**config.mk**
```make
export PLATFORM = sky130hd
export DESIGN_NAME = imu_angle_packet_decoder
export DESIGN_NICKNAME = d
export VERILOG_FILES = /design/src/rtl/core/imuapd_pkg.sv /design/src/rtl/core/imu_angle_packet_decoder.sv
export VERILOG_INCLUDE_DIRS = /design/src /design/src/rtl/core
export SDC_FILE = /design/constraint.sdc
export NUM_CORES = 1
export LEC_CHECK = 0
export BUFFER_PORTS_ARGS = -buffer_cell sky130_fd_sc_hd__buf_2
export CORE_UTILIZATION = 55
export DETAILED_ROUTE_END_ITERATION = 16
export HOLD_SLACK_MARGIN = 0.12
export PLACE_DENSITY = 0.87
export SLEW_MARGIN = 20
export SYNTH_ARGS = -nofsm -noshare
export SYNTH_HDL_FRONTEND = slang
export SYNTH_SLANG_ARGS = --single-unit
```
**constraint.sdc**
```tcl
create_clock -name clk_i -period 9.3 [get_ports clk_i]
set_input_delay 1.86 -clock clk_i [delete_from_list [all_inputs] [get_ports clk_i]]
set_output_delay 1.86 -clock clk_i [all_outputs]
set_load 0.03 [all_outputs]
```
**src/rtl/core/imu_angle_packet_decoder_defines.svh**
```systemverilog
// ---------------------------------------------------------------------------
// Assertion macros for the IMU angle packet decoder
// Checks are sampled on clk_i and held off while rst_ni is low.
// ---------------------------------------------------------------------------
`ifndef IMU_ANGLE_PACKET_DECODER_DEFINES_SVH
`define IMU_ANGLE_PACKET_DECODER_DEFINES_SVH

// Check a condition at every clock edge out of reset
`define IAPD_ASSERT(lbl, cond) \
  lbl: assert property (@(posedge clk_i) disable iff (!rst_ni) (cond)) \
    else $error("imu_angle_packet_decoder: check failed");

// Check that an antecedent implies a consequent in the same cycle
`define IAPD_ASSERT_IMPL(lbl, ante, cons) \
  lbl: assert property (@(posedge clk_i) disable iff (!rst_ni) (ante) |-> (cons)) \
    else $error("imu_angle_packet_decoder: implication failed");

// Check that an antecedent implies a consequent in the next cycle
`define IAPD_ASSERT_NEXT(lbl, ante, cons) \
  lbl: assert property (@(posedge clk_i) disable iff (!rst_ni) (ante) |=> (cons)) \
    else $error("imu_angle_packet_decoder: next-cycle check failed");

`endif

```
**src/rtl/core/imuapd_pkg.sv**
```systemverilog
// ---------------------------------------------------------------------------
// IMU angle packet decoder package
// Framing constants, field widths and the yaw scaling function.
// ---------------------------------------------------------------------------
package imuapd_pkg;

  // Field widths
  localparam int unsigned ByteW = 8;
  localparam int unsigned DegW  = 9;
  localparam int unsigned RawW  = 16;
  localparam int unsigned PosW  = 4;
  localparam int unsigned OutTdataW = ((DegW + RawW + 7) / 8) * 8;

  // Header bytes
  localparam logic [ByteW-1:0] HdrFirst  = 8'h55;
  localparam logic [ByteW-1:0] HdrSecond = 8'h53;
  localparam logic [ByteW-1:0] HdrSum    = HdrFirst + HdrSecond;

  // Byte positions inside an 11-byte packet
  localparam logic [PosW-1:0] PosHunt   = 4'd0;
  localparam logic [PosW-1:0] PosSecond = 4'd1;
  localparam logic [PosW-1:0] PosBody   = 4'd2;
  localparam logic [PosW-1:0] PosYawLo  = 4'd6;
  localparam logic [PosW-1:0] PosYawHi  = 4'd7;
  localparam logic [PosW-1:0] PosCheck  = 4'd10;

  // Degrees per full-scale word, and the scale shift (32768 = 2**15)
  localparam logic [7:0] DegScale = 8'd180;
  localparam int unsigned ScaleShift = 15;

  // raw * 180 / 32768, truncated toward zero
  function automatic logic signed [DegW-1:0] yaw_to_degrees(logic signed [RawW-1:0] raw);
    logic [RawW-1:0]       mag;
    logic [RawW+7:0]       prod;
    logic [7:0]            quo;
    logic [DegW-1:0]       pos_deg;
    mag     = raw[RawW-1] ? (~raw + 1'b1) : raw;
    prod    = {8'b0, mag} * {{RawW{1'b0}}, DegScale};
    quo     = prod[ScaleShift+7:ScaleShift];
    pos_deg = {1'b0, quo};
    return raw[RawW-1] ? $signed(~pos_deg + 1'b1) : $signed(pos_deg);
  endfunction

endpackage

```
**src/rtl/core/imu_angle_packet_decoder.sv**
```systemverilog
// ---------------------------------------------------------------------------
// IMU angle packet decoder
// Frames 11-byte angle packets from a serial byte stream and emits yaw.
// ---------------------------------------------------------------------------
// Usage:
//   The slave channel takes one received serial byte per word. The decoder
//   hunts for the header 0x55 0x53, collects nine more bytes and checks the
//   eleventh against the 8-bit sum of the first ten. On a match the master
//   channel carries one word: yaw in whole degrees and the raw signed yaw.
//   The result word is registered and valid in the cycle after the checksum
//   byte is accepted. Throughput: one byte per cycle while the slave side is
//   ready; a packet yields at most one result every 11 bytes.
//   The slave side is ready whenever the result register can take a new
//   word: it only drops while the decoder waits for the checksum byte, an
//   earlier result still waits and the master side is stalled.
//   Reset clears the byte position, running sum and result valid; the
//   decoder starts hunting for a header.
// ---------------------------------------------------------------------------
`include "imu_angle_packet_decoder_defines.svh"

module imu_angle_packet_decoder (
  input  logic        clk_i,
  input  logic        rst_ni,
  // Byte input
  input  logic        s_axis_tvalid,
  output logic        s_axis_tready,
  input  logic [7:0]  s_axis_tdata,   // [7:0] rx_byte
  // Result output
  output logic        m_axis_tvalid,
  input  logic        m_axis_tready,
  output logic [imuapd_pkg::OutTdataW-1:0] m_axis_tdata  // [8:0] yaw_degrees,
                                                         // [24:9] yaw_raw, rest 0
);

  logic [imuapd_pkg::PosW-1:0]  pos_q, pos_d;
  logic [imuapd_pkg::ByteW-1:0] sum_q, sum_d;
  logic [imuapd_pkg::ByteW-1:0] yaw_lo_q, yaw_hi_q;
  logic                         out_valid_q, out_valid_d;
  logic signed [imuapd_pkg::DegW-1:0] deg_q;
  logic signed [imuapd_pkg::RawW-1:0] raw_q;

  logic                         in_acc;
  logic                         out_acc;
  logic                         result_hit;
  logic [imuapd_pkg::ByteW-1:0] rx_byte;
  logic signed [imuapd_pkg::RawW-1:0] raw_word;

  assign rx_byte = s_axis_tdata;
  assign out_acc = out_valid_q && m_axis_tready;

  // Stall only a checksum byte that would overwrite a pending result
  assign s_axis_tready = !((pos_q == imuapd_pkg::PosCheck) && out_valid_q && !m_axis_tready);
  assign in_acc        = s_axis_tvalid && s_axis_tready;

  assign raw_word   = $signed({yaw_hi_q, yaw_lo_q});
  assign result_hit = in_acc && (pos_q == imuapd_pkg::PosCheck) && (rx_byte == sum_q);

  // Advance byte position and running sum
  always_comb begin
    pos_d = pos_q;
    sum_d = sum_q;
    if (in_acc) begin
      case (pos_q)
        imuapd_pkg::PosHunt: begin
          if (rx_byte == imuapd_pkg::HdrFirst) begin
            pos_d = imuapd_pkg::PosSecond;
            sum_d = imuapd_pkg::HdrFirst;
          end
        end
        imuapd_pkg::PosSecond: begin
          if (rx_byte == imuapd_pkg::HdrSecond) begin
            pos_d = imuapd_pkg::PosBody;
            sum_d = imuapd_pkg::HdrSum;
          end else if (rx_byte == imuapd_pkg::HdrFirst) begin
            pos_d = imuapd_pkg::PosSecond;
            sum_d = imuapd_pkg::HdrFirst;
          end else begin
            pos_d = imuapd_pkg::PosHunt;
          end
        end
        imuapd_pkg::PosCheck: begin
          pos_d = imuapd_pkg::PosHunt;
        end
        default: begin
          if (pos_q > imuapd_pkg::PosCheck) begin
            // Out-of-range position behaves as hunting
            if (rx_byte == imuapd_pkg::HdrFirst) begin
              pos_d = imuapd_pkg::PosSecond;
              sum_d = imuapd_pkg::HdrFirst;
            end else begin
              pos_d = imuapd_pkg::PosHunt;
            end
          end else begin
            pos_d = pos_q + 1'b1;
            sum_d = sum_q + rx_byte;
          end
        end
      endcase
    end
  end

  // Hold or release the result register
  always_comb begin
    out_valid_d = out_valid_q;
    if (result_hit) begin
      out_valid_d = 1'b1;
    end else if (out_acc) begin
      out_valid_d = 1'b0;
    end
  end

  // Control state
  always_ff @(posedge clk_i or negedge rst_ni) begin
    if (!rst_ni) begin
      pos_q       <= imuapd_pkg::PosHunt;
      sum_q       <= '0;
      out_valid_q <= 1'b0;
    end else begin
      pos_q       <= pos_d;
      sum_q       <= sum_d;
      out_valid_q <= out_valid_d;
    end
  end

  // Capture yaw bytes
  always_ff @(posedge clk_i) begin
    if (in_acc && (pos_q == imuapd_pkg::PosYawLo)) begin
      yaw_lo_q <= rx_byte;
    end
    if (in_acc && (pos_q == imuapd_pkg::PosYawHi)) begin
      yaw_hi_q <= rx_byte;
    end
  end

  // Load the result word on a checksum match
  always_ff @(posedge clk_i) begin
    if (result_hit) begin
      raw_q <= raw_word;
      deg_q <= imuapd_pkg::yaw_to_degrees(raw_word);
    end
  end

  assign m_axis_tvalid = out_valid_q;
  assign m_axis_tdata  = {{(imuapd_pkg::OutTdataW - imuapd_pkg::DegW - imuapd_pkg::RawW){1'b0}},
                          raw_q, deg_q};

  // Checks
  `IAPD_ASSERT(a_pos_range, pos_q <= imuapd_pkg::PosCheck)
  `IAPD_ASSERT_IMPL(a_stall_cause, !s_axis_tready,
                    out_valid_q && (pos_q == imuapd_pkg::PosCheck))
  `IAPD_ASSERT_NEXT(a_check_rearm, in_acc && (pos_q == imuapd_pkg::PosCheck),
                    pos_q == imuapd_pkg::PosHunt)
  `IAPD_ASSERT_IMPL(a_result_source, $rose(out_valid_q),
                    $past(in_acc && (pos_q == imuapd_pkg::PosCheck)))

endmodule

```
# Yosys cells after proc, flatten, opt, wreduce, memory -nomap -nowiden
# Index checks and enable logic that the tools add are counted.
# Widths: inputs -> output; s select.
# classes
eq_ne,8
multipliers,1
bitwise,3
muxes,13
reduce_logical,14
addsub,4
order_cmp,1
# op_table
op,n
$mux 8,4
$pmux 8 s3,1
$mul 16x6->21 const B,1
$add 16x1->16 const B,1
$eq 8x7->1 const B,2
$mux 16,1
$not 16->16,1
$pmux 4 s3,1
$add 9x1->9 const B,1
$not 8->9,1
$add 8x8->8,1
$eq 4x3->1 const B,2
$eq 8x8->1,1
$logic_and 1x1->1,8
$mux 4,2
$add 4x1->4 const B,1
$eq 4x1->1 const B,1
$eq 4x4->1 const B,1
$gt 4x4->1 const B,1
$logic_not 4->1,1
$reduce_and 2->1,2
$mux 1,3
$logic_not 1->1,2
$mux 2,1
3 further kinds,3
# word_totals
regBits,54
out_inout_bits,34
wordCells,52
input_bits,12

# Depth between registers and ports, before layout
# Gate-level depths: netlist of run 1.
# logic_depth
word_depth,8
depth_mapped,23
mapped_depth_nobuf,23

# Least setup slack after synthesis of run 1
# Ideal clock, no wire load.
# synth_path
kind,register to register
start,register yaw_lo_q[7] in the netlist's numbering
end,register deg_q[6] in the netlist's numbering (data pin)
n_path_buf,0
period_less_slack_ps,5721
t_required_ps,9036
t_arrival_ps,5456
path_stages_with_launch,21
path_slack_ps,3579
setup_time_ps,264
cell_sequence,edfxtp_1 > or4_4 > or3_2 > or2_2 > o21ai_0 > xnor2_1 > ha_1 > ha_1 > inv_1 > fa_1 > inv_1 > ha_1 > and2_1 > a221oi_1 > a21boi_1 > o31a_1 > or3_1 > a211o_1 > nor2_1 > a21oi_1 > xnor2_1
# synth_via
elab_chain_cells,7
# synth_rtl
element,line,text
"start, declared",imu_angle_packet_decoder.sv:37,"logic [imuapd_pkg::ByteW-1:0] yaw_lo_q, yaw_hi_q;"
"start signal, assigned",imu_angle_packet_decoder.sv:128,yaw_lo_q <= rx_byte;
$not 16->16,imuapd_pkg.sv:37,mag = raw[RawW-1] ? (~raw + 1'b1) : raw;
$add 16x1->16,imuapd_pkg.sv:37,
$mux 16 (*),imuapd_pkg.sv:37,
$mul 16x6->21 (*),imuapd_pkg.sv:38,"prod = {8'b0, mag} * {{RawW{1'b0}}, DegScale};"
$not 8->9,imuapd_pkg.sv:41,return raw[RawW-1] ? $signed(~pos_deg + 1'b1) : $signed(pos_deg);
$add 9x1->9,imuapd_pkg.sv:41,
$mux 8 (*),imuapd_pkg.sv:41,
"end signal, assigned",imu_angle_packet_decoder.sv:139,deg_q <= imuapd_pkg::yaw_to_degrees(raw_word);
"end, declared",imu_angle_packet_decoder.sv:39,logic signed [imuapd_pkg::DegW-1:0] deg_q;
# Mark *: on every way between the ends. The rest lies on a longest branch, timed or not.
# A chain may end at the register's enable or synchronous reset.

# Worst setup path after layout of run 1
# layout_path
start,register yaw_lo_q[0] in the netlist's numbering
end,register deg_q[6] in the netlist's numbering (data pin)
# Same word-level chain as after synthesis.

==> results of run 1 <==
metal layers:
metal	track usage [%]	part of all wire, %	vias up	routed length (um)
li1	-	-	1600	-
met1	25.7	41	1593	3600
met2	42.0	54	87	4790
met3	2.99	4.6	13	407
met4	4.30	0.96	0	85
met5	0	0	-	0
power by group:
part           total [mW]  leakage (nW)  switching [mW]  internal, mW
clock               0.140        0.0462          0.0844        0.0554
combinational       0.785          1.64           0.451         0.334
sequential          0.339         0.532          0.0297         0.309
critical path: stages (launching register included):
cell and delay (ns):
edfxtp_1 0.49, inv_1 0.12, ha_1 0.18, nand2_1 0.08, or2_2 0.30, or3_2 0.43, or2_2 0.30, o21ai_0 0.20
xnor2_1 0.24, ha_1 0.33, ha_1 0.29, inv_1 0.05, fa_1 0.50, inv_1 0.04, ha_1 0.36, and2_1 0.20
a221oi_1 0.34, a21boi_1 0.17, o31a_1 0.33, or3_1 0.33, a211o_1 0.32, nor2_1 0.14, a21oi_1 0.10, xnor2_1 0.13
stage by stage:
stage	hold slack, ns	worst slack [ns]	util [%]	instance area [sq um]	total power, mW
3_5_place_dp	0.492	3.17	60.8	4720	1.12
3_3_place_gp	0.479	3.42	60.8	4720	1.07
6_report	0.509	3.08	62.0	4810	1.26
4_1_cts	0.521	3.12	62.0	4810	1.26
2_1_floorplan	0.454	3.58	-	4460	0.962
5_1_grt	0.551	2.80	62.0	4810	1.38
sequential cells by signal, indices dropped and copies added (netlist names):
name           count
deg_q              9
m_axis_tvalid      1
pos_q              4
raw_q             16
sum_q              8
yaw_hi_q           8
yaw_lo_q           8
logic make-up after synthesis:
group	count (synthesis)	share of synthesized area [%]
buffers and inverters	67	6.27
other	1	0.0846
adders and majority gates	73	23.3
AOI/OAI and AO/OA	96	13.5
xor gates and xnor gates	55	11.0
DFF	54	35.1
and+or+nand+nor	90	10.5
muxes	1	0.226
layout make-up:
cell class              instances  area, sq um
inverters                      57          214
well taps                     102          128
repair buffers                 39          198
multi-input cells             322         2630
flip-flops and latches         54         1560
clock buffers                   6         72.6
clock inverters                 2         17.5
fillers                       642         2950
synthesized netlist by cell type, types with 2 or more instances:
library cell  instances  area [sq um]
fa_1                 16           320
and3_1                4          25.0
nand4_1               2          12.5
or4_4                 3          33.8
a22oi_1               2          15.0
clkbuf_1              3          11.3
or2_2                 2          12.5
a211oi_1              3          22.5
a31oi_1               5          31.3
nand2b_1              3          18.8
and2_1                4          25.0
nand2_1              26          97.6
nor4_1                3          18.8
dfrtp_1              13           325
inv_1                57           214
ha_1                 57           713
nor3_1                7          35.0
o41ai_1               2          17.5
o21a_1                4          30.0
edfxtp_1             41          1230
or3_1                 2          12.5
a21o_1               11          82.6
o31ai_1               6          45.0
xor2_1               20           175
xnor2_1              34           298
o21ai_0              27           135
nor2_1               21          78.8
buf_4                 7          52.6
nand3b_1              3          22.5
a21oi_1              24           120
nor2b_1               4          25.0
worst max path at each step:
stage                start        to  cells after the start
6_report       yaw_lo_q[0]  deg_q[6]                     23
5_1_grt        yaw_lo_q[0]  deg_q[6]                     23
2_1_floorplan  yaw_lo_q[7]  deg_q[6]                     20
4_1_cts        yaw_lo_q[0]  deg_q[6]                     23
3_5_place_dp   yaw_lo_q[0]  deg_q[6]                     23
3_3_place_gp   yaw_lo_q[7]  deg_q[6]                     20
==> run metrics, run 1 <==
Cell variety after synth=52; DRC viols=0; Final Cycle Share=66.9%; maxcap violations=0; Die Wd=91.8 um; Post-DP HPWL=7120 um; vias per inst=5.66; share of flip-flops with an asynchronous set or reset=24.1%; vias in the first global route=3,210; largest net degree at the start of global routing=27; Ys Warns=0; CTS Buffer Depth=2; status=complete, no violations; RSZ-0062 raised after global routing=no; R2R depth=23; Syn Area/Cell=10.1 sq um; Max Freq=0.161 GHz; Worst setup SP type=register; post-CTS setup buffers=0; total CTS buffers=5; Hold Path Stages=1; Area growth, synth to finish=8.58%; Post-DRT Antenna Nets=0; initial antenna violation count=0; Starting Density=~57%; CP Max Fanout=6; worst skew pair latency=0.32 ns; hold_buf cts=0; via count=3,293; final cell count without fillers=~580; die area=8420 sq um; Clock transition at path regs=0.11 ns; max-slew violations=0; DRT Pass-1 Iters=5; Worst IR Drop VDD=0.000144 V; Total Wirelength=8880 um; CP Data Arrival Time=approximately 6.3 ns; PD cells=263 nW/um^2; Crit path required time=9.37 ns; Yosys reg bits=54; number of placed instances, taps included=574; Slew @ Worst Pin=0.715 ns; gr usage total=21.8%; Final Skew=0.0115 ns; die height=91.8 um; diode count=0; reg-to-reg endpoint=deg_q[6]; LEAKAGE=2.21 nW; H-tree Lvls=2; RR Startpoint=yaw_lo_q[0]; post-cts resize count=0; first-pass GRT wire length=around 15,000 um; Final Hold Viols=0; row count=32; DR iter-0 viols=approximately 110; EDFF count, synth=41; Post-Syn Instances=approximately 440; Post-layout nets=564; ys flop type=edfxtp_1; Core Region=7770 sq um; Crit. End Element=register; mapped cell area=4430 sq um; Top Ports=46; CTS Root Cell=clkbuf_8; worst hold endpoint=m_axis_tvalid; relative slew slack=52.3%; R2R setup slack=3.08 ns; setup_tns=0 ns; share of layout cells above drive strength 1=11.7%; Sink Count=54; Routed WL per cell=~15 um; GP Congestion=0.902; commonest cells after routing, fill and taps aside=inv_1 (57), ha_1 (57), edfxtp_1 (41); Finish-stage setup viols=0; minimum clock period=6.22 ns; hold wc startpoint=m_axis_tvalid; Port Buffers=38; Hold WC Path Type=register to register; grt total ovfl=0; Seq/Total Area, Yosys=35.1%; CTS tree=built; CP Class=register to register
Power figures use the tool's default switching activity.
==> run 2, diff against run 1 <==
Settings changed: ABC_AREA from default to 1, PLACE_DENSITY 0.87 to 0.9.
Clock period 9.3 ns to 5.5 ns, I/O delays scaled along.
==> run metrics, run 2 <==
status=complete, no violations; Die Wd=98.7 um (+7.6%); vias in the first global route=4,381 (+36%); ys flop type=edfxtp_1; CP Max Fanout=5 (-1); Cell variety after synth=52 (unchanged); Final Hold Viols=0 (unchanged); Slew @ Worst Pin=0.736 ns (+0.0208 ns); largest reg by FF count=raw_q; post-cts resize count=0 (unchanged); die height=98.7 um (+7.6%); maxcap violations=0 (unchanged); Total Wirelength=11,300 um (+27%); H-tree Lvls=2 (unchanged); DRC viols=0 (unchanged); Post-layout nets=757 (+34%); Core Region=8890 sq um (+14%); RSZ-0062 raised after global routing=no; total CTS buffers=5 (unchanged); Final Skew=0.00683 ns (-0.00466 ns); gr usage total=24.4% (+2.6 points); setup_tns=0 ns (unchanged); max-slew violations=0 (unchanged); diode count=0 (unchanged); vias per inst=5.51 (-2.6%); die area=9740 sq um (+16%); worst skew pair latency=0.32 ns (about the same); Largest register FFs=16 (unchanged); Max Freq=0.203 GHz (+26%); EDFF count, synth=41 (unchanged); Final Cycle Share=89.7% (+23 points); CP Class=register to register; Post-Syn Instances=628 (+44%); Hold Path Stages=0 (-1); commonest non-fill, non-tap cell in the layout=nand2_1; CTS Root Cell=clkbuf_8; mapped cell area=5140 sq um (+16%); CP Data Arrival Time=5.02 ns (-1.26 ns); Post-DP HPWL=9220 um (+30%); Crit. End Element=register; area leader, netlist=edfxtp_1; Port Buffers=38 (unchanged); Largest regs=raw_q x16, deg_q x9; CTS tree=built; Starting Density=57.9% (+0.78 points); minimum clock period=4.94 ns (-1.28 ns); via count=4,302 (+31%); Clock transition at path regs=0.10 ns (about the same); relative slew slack=50.9% (-1.4 points); CTS Buffer Depth=2 (unchanged); Seq/Total Area, Yosys=30.3% (-4.9 points); share of layout cells above drive strength 1=16.0% (+4.4 points); DRT Pass-1 Iters=6 (+1); row count=34 (+6.3%); Post-synth top cells=nand2_1 (122), inv_1 (118), ha_1 (57); Area growth, synth to finish=7.47%; commonest cells after routing, fill and taps aside=nand2_1 (122), inv_1 (118), ha_1 (57); Crit path required time=5.59 ns (-3.78 ns); post-CTS setup buffers=0 (unchanged); most common cell in the netlist=nand2_1; largest net degree at the start of global routing=20 (-26%); Routed WL per cell=14.5 um (-5.2%); Synth top area share=23.9% (-3.8 points); Post-DRT Antenna Nets=0 (unchanged); Syn Area/Cell=8.19 sq um (-19%); Yosys reg bits=54 (unchanged); initial antenna violation count=0 (unchanged); Ys Warns=0 (unchanged); share of flip-flops with an asynchronous set or reset=24.1% (unchanged); Sink Count=54 (unchanged); Top Ports=46 (unchanged); DR iter-0 viols=187 (+64%); Hold WC Path Type=register to register; grt total ovfl=0 (unchanged); Worst setup SP type=register; GP Congestion=0.998 (+11%); Finish-stage setup viols=0 (unchanged); R2R depth=25 (+8.7%); hold_buf cts=0 (unchanged); largest cells by area after synthesis=edfxtp_1 (24%), ha_1 (14%), nand2_1 (8.9%), inv_1 (8.6%), dfrtp_1 (6.3%); first-pass GRT wire length=19,000 um (+30%)
==> run 2: final cells by class <==
cell class	count	area, sq um
flip-flops and latches	54	1560
well taps	108	135
repair buffers	40	205
clock inverters	2	13.8
clock buffers	6	72.6
fillers	713	3360
inverters	134	512
multi-input cells	437	3030
==> run 2: routing by layer <==
metal	GRT usage (%)	share of wire [%]	routed length (um)
met5	0	0	0
met4	14.7	4.8	544
met3	3.40	5.3	602
met2	44.5	52	5830
met1	27.1	38	4330
==> run 2: critical path, cell delays in order, from the launching register on <==
cell,delay (ns)
edfxtp_1,0.47
inv_1,0.09
ha_1,0.19
nand3_1,0.16
o31ai_1,0.42
nand2_1,0.12
xor2_1,0.18
ha_1,0.38
xor2_1,0.17
ha_1,0.28
inv_1,0.05
fa_1,0.49
inv_1,0.04
ha_1,0.38
a21oi_1,0.22
nand2_1,0.13
a21oi_1,0.20
nand2_1,0.08
nand2_1,0.06
nand2_1,0.13
nor2_1,0.14
nand2_1,0.06
nand2_1,0.07
nand3_1,0.09
nand2_1,0.07
inv_1,0.03
==> run 2: kinds of logic (layout without fill, tap and decap cells) <==
kind of cell               count (synthesis)  count (layout)  synth area share (%)
DFF                                       54              54                  30.3
and+or+nand+nor                          239             239                  22.2
buffers and inverters                    143             182                  11.3
AOI/OAI and AO/OA                         76              76                  8.78
adders and majority gates                 73              73                  20.1
other                                      1               7                0.0729
xor gates and xnor gates                  42              42                  7.30
==> run 2: path summary, 6_finish.rpt <==
check                             from        end  slack, ns
min reg2reg                yaw_hi_q[3]  raw_q[11]       0.50
min                        yaw_hi_q[3]  raw_q[11]       0.50
max                        yaw_lo_q[0]   deg_q[7]       0.56
max reg2reg                yaw_lo_q[0]   deg_q[7]       0.56
min in group asynchronous       rst_ni   pos_q[3]       0.66
max in group asynchronous       rst_ni   sum_q[1]       4.60
==> run 2: through the flow <==
step                      instances  cell area (sq um)  util [%]  hold slack [ns]  setup WS (ns)
after global placement          773               5440      61.2            0.502          0.716
after floorplan                 634               5170         -            0.444           1.20
final                           781               5530      62.2            0.505          0.565
after global routing            781               5530      62.2            0.505          0.104
after CTS                       781               5530      62.2            0.505          0.593
after detailed placement        773               5440      61.2            0.487          0.657
Power of run 2 is not shown: default switching activity piles up to over one toggle a cycle in this logic, so the estimate is an artifact.
